File: src/sv/tsa_pkg.sv
// ---------------------------------------------------------------------------
// tsa_pkg
// Shared types, codes and the microcode program of the tile slot allocator.
// ---------------------------------------------------------------------------
package tsa_pkg;

    localparam int TILE_W   = 10;
    localparam int SLOT_W   = 9;
    localparam int STATUS_W = 2;
    localparam int COUNT_W  = 16;
    localparam int UPC_W    = 4;

    localparam logic [COUNT_W-1:0] COUNT_MAX = '1;
    localparam logic [COUNT_W-1:0] COUNT_ONE = COUNT_W'(1);

    localparam logic [STATUS_W-1:0] ST_NEW     = 2'd0;
    localparam logic [STATUS_W-1:0] ST_HIT     = 2'd1;
    localparam logic [STATUS_W-1:0] ST_IGNORED = 2'd2;
    localparam logic [STATUS_W-1:0] ST_FULL    = 2'd3;

    typedef logic [UPC_W-1:0] upc_t;

    typedef enum logic [3:0] {
        OP_NOP,
        OP_FETCH,
        OP_READ_HIT,
        OP_ACQ_HIT,
        OP_ACQ_NEW,
        OP_ACQ_FULL,
        OP_IGNORE,
        OP_REL_FREE,
        OP_REL_DEC
    } op_t;

    typedef enum logic [1:0] {
        HOLD_NONE,
        HOLD_NO_INPUT,
        HOLD_OUT_BUSY
    } hold_t;

    typedef enum logic [1:0] {
        JMP_NEXT,
        JMP_GOTO,
        JMP_DISPATCH
    } jump_t;

    typedef enum logic [2:0] {
        KIND_ACQ_IGNORE,
        KIND_ACQ_HIT,
        KIND_ACQ_FULL,
        KIND_ACQ_NEW,
        KIND_REL_IGNORE,
        KIND_REL_FREE,
        KIND_REL_DEC
    } kind_t;

    typedef struct packed {
        op_t   op;
        hold_t hold;
        jump_t jump;
        upc_t  target;
    } ucode_t;

    typedef struct packed {
        op_t  op;
        logic fire;
    } ctrl_t;

    typedef struct packed {
        kind_t kind;
        logic  out_busy;
        logic  init_busy;
    } flags_t;

    localparam upc_t STEP_FETCH     = 4'd0;
    localparam upc_t STEP_DISPATCH  = 4'd1;
    localparam upc_t STEP_HIT_WRITE = 4'd2;
    localparam upc_t DISPATCH_BASE  = 4'd8;
    localparam upc_t STEP_ACQ_IGN   = 4'd8;
    localparam upc_t STEP_HIT_READ  = 4'd9;
    localparam upc_t STEP_ACQ_FULL  = 4'd10;
    localparam upc_t STEP_ACQ_NEW   = 4'd11;
    localparam upc_t STEP_REL_IGN   = 4'd12;
    localparam upc_t STEP_REL_FREE  = 4'd13;
    localparam upc_t STEP_REL_DEC   = 4'd14;

    function automatic ucode_t ucode_rom(input upc_t addr);
        ucode_t uc;
        unique case (addr)
            STEP_FETCH:     uc = '{OP_FETCH,    HOLD_NO_INPUT, JMP_NEXT,     STEP_FETCH};
            STEP_DISPATCH:  uc = '{OP_NOP,      HOLD_NONE,     JMP_DISPATCH, DISPATCH_BASE};
            STEP_HIT_WRITE: uc = '{OP_ACQ_HIT,  HOLD_OUT_BUSY, JMP_GOTO,     STEP_FETCH};
            STEP_ACQ_IGN:   uc = '{OP_IGNORE,   HOLD_OUT_BUSY, JMP_GOTO,     STEP_FETCH};
            STEP_HIT_READ:  uc = '{OP_READ_HIT, HOLD_NONE,     JMP_GOTO,     STEP_HIT_WRITE};
            STEP_ACQ_FULL:  uc = '{OP_ACQ_FULL, HOLD_OUT_BUSY, JMP_GOTO,     STEP_FETCH};
            STEP_ACQ_NEW:   uc = '{OP_ACQ_NEW,  HOLD_OUT_BUSY, JMP_GOTO,     STEP_FETCH};
            STEP_REL_IGN:   uc = '{OP_IGNORE,   HOLD_OUT_BUSY, JMP_GOTO,     STEP_FETCH};
            STEP_REL_FREE:  uc = '{OP_REL_FREE, HOLD_OUT_BUSY, JMP_GOTO,     STEP_FETCH};
            STEP_REL_DEC:   uc = '{OP_REL_DEC,  HOLD_OUT_BUSY, JMP_GOTO,     STEP_FETCH};
            default:        uc = '{OP_IGNORE,   HOLD_OUT_BUSY, JMP_GOTO,     STEP_FETCH};
        endcase
        return uc;
    endfunction

endpackage

File: src/sv/tsa_sequencer.sv
// ---------------------------------------------------------------------------
// tsa_sequencer
// Step counter over the microcode table, with hold and dispatch jumps.
// ---------------------------------------------------------------------------
module tsa_sequencer (
    input  logic            clk,
    input  logic            rst_n,
    input  logic            req_valid,
    input  tsa_pkg::flags_t flags,
    output tsa_pkg::ctrl_t  ctrl
);

    tsa_pkg::upc_t   upc_reg;
    tsa_pkg::upc_t   upc_next;
    tsa_pkg::ucode_t uc;
    logic            held;

    always_comb
    begin
        uc = tsa_pkg::ucode_rom(upc_reg);
        unique case (uc.hold)
            tsa_pkg::HOLD_NO_INPUT: held = !req_valid;
            tsa_pkg::HOLD_OUT_BUSY: held = flags.out_busy;
            default:                held = 1'b0;
        endcase
        held = held || flags.init_busy;

        if (held)
        begin
            upc_next = upc_reg;
        end
        else
        begin
            unique case (uc.jump)
                tsa_pkg::JMP_GOTO:
                    upc_next = uc.target;
                tsa_pkg::JMP_DISPATCH:
                    upc_next = uc.target + tsa_pkg::UPC_W'(flags.kind);
                default:
                    upc_next = upc_reg + tsa_pkg::UPC_W'(1);
            endcase
        end
    end

    always_ff @(posedge clk or negedge rst_n)
    begin
        if (!rst_n)
        begin
            upc_reg <= tsa_pkg::STEP_FETCH;
        end
        else
        begin
            upc_reg <= upc_next;
        end
    end

    assign ctrl.op   = uc.op;
    assign ctrl.fire = !held;

endmodule

File: config.mk
export PLATFORM = sky130hd
export DESIGN_NAME = tsa_sequencer
export DESIGN_NICKNAME = d
export VERILOG_FILES = /design/src/sv/tsa_pkg.sv /design/src/sv/tsa_sequencer.sv
export SDC_FILE = /design/constraint.sdc
export NUM_CORES = 1
export LEC_CHECK = 0
export ABC_AREA = 1
export BUFFER_PORTS_ARGS = -buffer_cell sky130_fd_sc_hd__buf_4
export CORE_AREA = 2 2 39 41
export CTS_BUF_LIST = sky130_fd_sc_hd__clkbuf_2 sky130_fd_sc_hd__clkbuf_4 sky130_fd_sc_hd__clkbuf_8
export DETAILED_ROUTE_END_ITERATION = 8
export DIE_AREA = 0 0 41 43
export PLACE_DENSITY = 0.68
export SLEW_MARGIN = 20
export SYNTH_ARGS = -nofsm -noshare
export SYNTH_HDL_FRONTEND = slang
export SYNTH_SLANG_ARGS = --single-unit
File: constraint.sdc
create_clock -name clk -period 2.5 [get_ports clk]
set_input_delay 0.25 -clock clk [delete_from_list [all_inputs] [get_ports clk]]
set_output_delay 0.25 -clock clk [all_outputs]
set_load 0.02 [all_outputs]
# Word-level counts from Yosys, hierarchy flattened
# Memories as Yosys holds them, arrays and structs flattened.
# Cells that the tools add are included.
# op_classes
div	0
n_lt_le_gt_ge	0
n_shift	0
mux	2
n_eq_ne	4
reduce_logical	3
bitwise	0
mul	0
add_sub_neg	2
# op_table
operator	count
4-bit case mux with 2 select lines	1
4-bit by 1-bit adder with 4-bit output, second input constant	1
4-bit by 3-bit adder with 4-bit output	1
2-bit by 1-bit == test with 1-bit output, second input constant	2
2-bit == test, second input constant	2
1-bit zero test	2
1-bit case mux with 2 select lines	1
1-bit logical OR	1
# word_totals
register_bits	4
romBits	160
latch_bits	0
memories	1
mem_bits_rw	0
in_bits	8
# memory_table
memory	depth	width	rd	rd_clocked_by_memory_dff	wr	line_no	rtl
(name not given)	16	10	1	0	0	tsa_pkg.sv:89	unique case (addr)

# Depth between registers and ports, before layout
# An unclocked memory read counts as a cell.
# depth
ltp_word	5
mapped_depth	13

# Worst setup path before layout
# Ideal clock, no wire load.
# synth_timing
path_kind	reg-to-reg
startpoint	register upc_reg[1]
endpoint	register upc_reg[0]
setup_slack_ns	0.458
required_time_ns	2.360
setup_time_ns	0.140
path_stages_with_launch	13
synth_period_minus_slack_ns	2.042
arrival_ns	1.902
path_cell_list	dfrtp_1 > inv_1 > ha_1 > nand2_4 > nor2_4 > inv_1 > nand2_2 > inv_1 > ha_1 > nand2_1 > o21ai_0 > a21oi_2 > o21ai_0
# synth_between
elab_chain_len	4
# synth_rtl
element	line_no	rtl
start: declaration	tsa_sequencer.sv:13	tsa_pkg::upc_t upc_reg;
start signal: assignment	tsa_sequencer.sv:49	upc_reg <= tsa_pkg::STEP_FETCH;
start signal: assignment	tsa_sequencer.sv:53	upc_reg <= upc_next;
memory 16 x 10 bit *	--	
2-bit == test / 2-bit by 1-bit == test with 1-bit output (equally long branches)	tsa_sequencer.sv:21	unique case (uc.hold)
1-bit case mux with 2 select lines	tsa_sequencer.sv:21	
1-bit logical OR	tsa_sequencer.sv:26	held = held || flags.init_busy;
# Every way passes the cells marked *; elsewhere a longest branch is shown, timed or not.
# A chain may end at the register's enable or synchronous reset.

==> flow_summary.toml <==
[outcome]
outcome = "complete, no violations"

[logic_synthesis]
seq_area_frac_synth_pct = 16.8
ys_warn_count = 0
synth_area_per_cell_um2 = 6.99
synth.distinct_cells = 21
synthCells = 85
synth_nets = 105
synth-seq-cells = 4
netlist_area_um2 = 594

[power]
vdd_drop_max_v = 0.000413
p_seq_share_pct = 15.1
p_total_w = 0.000813
p_switching_w = 0.000440
combPwrFrac_pct = 75.2
p_per_area_nw_per_um2 = 1100
swShare_pct = 54.1
p_int_w = 0.000373
pwr-share-clk_pct = 9.8
power.leakage_nw = 0.406

[routing]
drc = 0
totalWireLength_mm = 1.21
drt_iter0_drc = 12
drtPass1Iterations = 4
num_vias = 576
ant_nets = 0
avgRoutedWirePerCell_um = 10.3
via_per_inst = 4.88

[cells_and_area]
regArea_um2 = 100
multi_input_area_um2 = 414
n_antenna_cell = 0
synthToLayoutAreaGrowth_pct = 24.6
final_util_pct = 53.5
layout-drive-gt1-share_pct = 31.4
final_nets = 124
layout_commonest_cell = "nand2_1"
final_cell_mix = "nand2_1, buf_4, inv_1, ha_1, nand3_1"
largest_reg_flops = 4
fillCellCount = 139

[die]
initial_core_util_pct = 42.9
row_count = 14
die_x_um = 41
dieArea_um2 = 1760
chipHeight_um = 43
core_area_um2 = 1380
io_pins = 13

[timing]
finalSetupViolCount = 0
skew_ps = 5.80
fin_crit_sh_pct = 90.1
maxSlewHeadroom_pct = 76.7
setup_tns_ps = 0
fin_crit_ps = 2250
worst_pin_slew_ps = 349
max_freq_mhz = 444
rsz0062_at_grt = "no"
slew_violations = 0
hold_viol_final = 0

[worst_setup_path]
arrival_ps = 2000
setup.worst_path.start_class = "flip-flop"
regToRegStartpoint = "upc_reg[0]$_DFFE_PN0N_"
crit_type = "reg2out"
crit_fanout = 6
slowest_stage = "dfrtp_1"
cp.required_ps = 2250
cp_top_family = "adder cells"
crit_buf_inv = 3
reg2reg_depth = 12
cpPeakStageDelay_ps = 420
worst-r2r-setup-slack_ps = 510
worst_setup_path_end_kind = "output port"
path_cells = "ha_1 > nand2_4 > nor2_4 > inv_1 > nand2_2 > inv_1 > ha_1 > nand2_1 > o21ai_0 > a21oi_2 > buf_4"
reg2reg_to = "upc_reg[0]$_DFFE_PN0N_"

[global_route]
grt_pass1_wl_mm = 2.10
antenna_found_initial = 0
grt_max_degree = 9
track_usage_pct = 16.9
grt_pass1_vias = 548
grt_overflow = 0

[worst_hold_path]
min_from = "flags[0]"
worst_hold_path.endpoint = "upc_reg[3]$_DFFE_PN0N_"
hold_depth = 4
hp-class = "in2reg"

[clocking]
max-clock-path-buffers = 2
clockRootBuffer = "clkbuf_4"
cts_resized = 0
numCtsBuffers = 3
postCtsSetupBuffers = 0
cts_htree_levels = 1
cts_sinks = 4
clkLatencyLatePin_ps = 230
cts_tree = "done"
path_clk_slew_ps = 40

[placement]
globalplace.congestion = 0.796
dp_hpwl_mm = 1.03
io_buffers = 12

[flow_run]
drv_cap = 0
## through the flow
step	hold slack, ps	setup WS, ps	instance area, µm²	std cells
after floorplan	-45.6	458	594	85
after detailed placement	48.4	472	708	114
final	342	248	741	118
after global routing	347	37.5	741	118
after CTS	329	221	741	118
after global placement	46.3	524	708	114
## per-layer routing
layer | wire (µm) | vias to the layer above | global-route usage, % | part of all wire [%]
li1 | - | 304 | - | -
met1 | 543 | 263 | 21.2 | 45
met2 | 622 | 9 | 28.4 | 51
met3 | 44 | 0 | 4.71 | 3.6
met4 | 0 | 0 | 2.00 | 0
met5 | 0 | - | 0 | 0
## cells in the mapped netlist, drive strengths merged
cell     n  area share (%)
a21o     1             1.3
a21oi    2             2.3
buf      1             1.9
dfrtp    4              17
ha      12              25
inv     17              12
nand2   20              15
nand3    9             8.4
nand4    1             1.1
nor2     9             8.6
nor3     2             1.7
o211ai   1             1.3
o21ai    6             5.1
## kinds of logic (layout without fill, tap and decap cells)
kind of cell               count (synthesis)  count (layout)  synth area share (%)
and+or+nand+nor                           41              41                  34.5
buffers and inverters                     18              35                  13.5
DFF                                        4               4                  16.8
adders and majority gates                 12              12                  25.3
AOI/OAI and AO/OA                         10              10                  9.90
## power groups by stage
stage          Combinational (W)   Clock, W  Sequential (W)
3_3_place_gp            0.000608          0        0.000124
2_1_floorplan           0.000451          0        0.000117
3_5_place_dp            0.000621          0        0.000124
6_report                0.000611  0.0000796        0.000122
4_1_cts                 0.000623  0.0000845        0.000123
5_1_grt                 0.000706  0.0000908        0.000127
## worst max-delay path by stage
stage	slack (ps)	cells after the start	endpoint	start
2_1_floorplan	460	12	upc_reg[0]$_DFFE_PN0N_	upc_reg[1]$_DFFE_PN0N_
3_3_place_gp	520	12	upc_reg[3]$_DFFE_PN0N_	upc_reg[0]$_DFFE_PN0N_
3_5_place_dp	470	11	ctrl[0]	upc_reg[0]$_DFFE_PN0N_
4_1_cts	220	11	ctrl[0]	upc_reg[0]$_DFFE_PN0N_
5_1_grt	40	11	ctrl[0]	upc_reg[0]$_DFFE_PN0N_
6_report	250	11	ctrl[0]	upc_reg[0]$_DFFE_PN0N_
## worst register-to-register path: cells and delay by family (launching register included)
kind | cells | cell delay [ps]
buffers and inverters | 3 | 260
flip-flops | 1 | 420
AO/OA/AOI/OAI | 3 | 420
adder cells (fa/ha/maj) | 2 | 430
AND/OR/NAND/NOR | 4 | 330
## repair_timing
action                                  4_1_cts  5_1_grt
endpoints found under the setup margin        0        0
hold endpoints to repair                      4        0
hold buffers                                  1        0
## layout make-up
| type | count | area share (%) |
|---|---|---|
| Inverter | 17 | 9.29 |
| Timing Repair Buffer | 15 | 15.5 |
| Clock buffer | 3 | 3.04 |
| Tap cell | 16 | 2.70 |
| Sequential cell | 4 | 13.5 |
| Multi-Input combinational cell | 63 | 55.9 |
(Power assumes the default switching activity.)
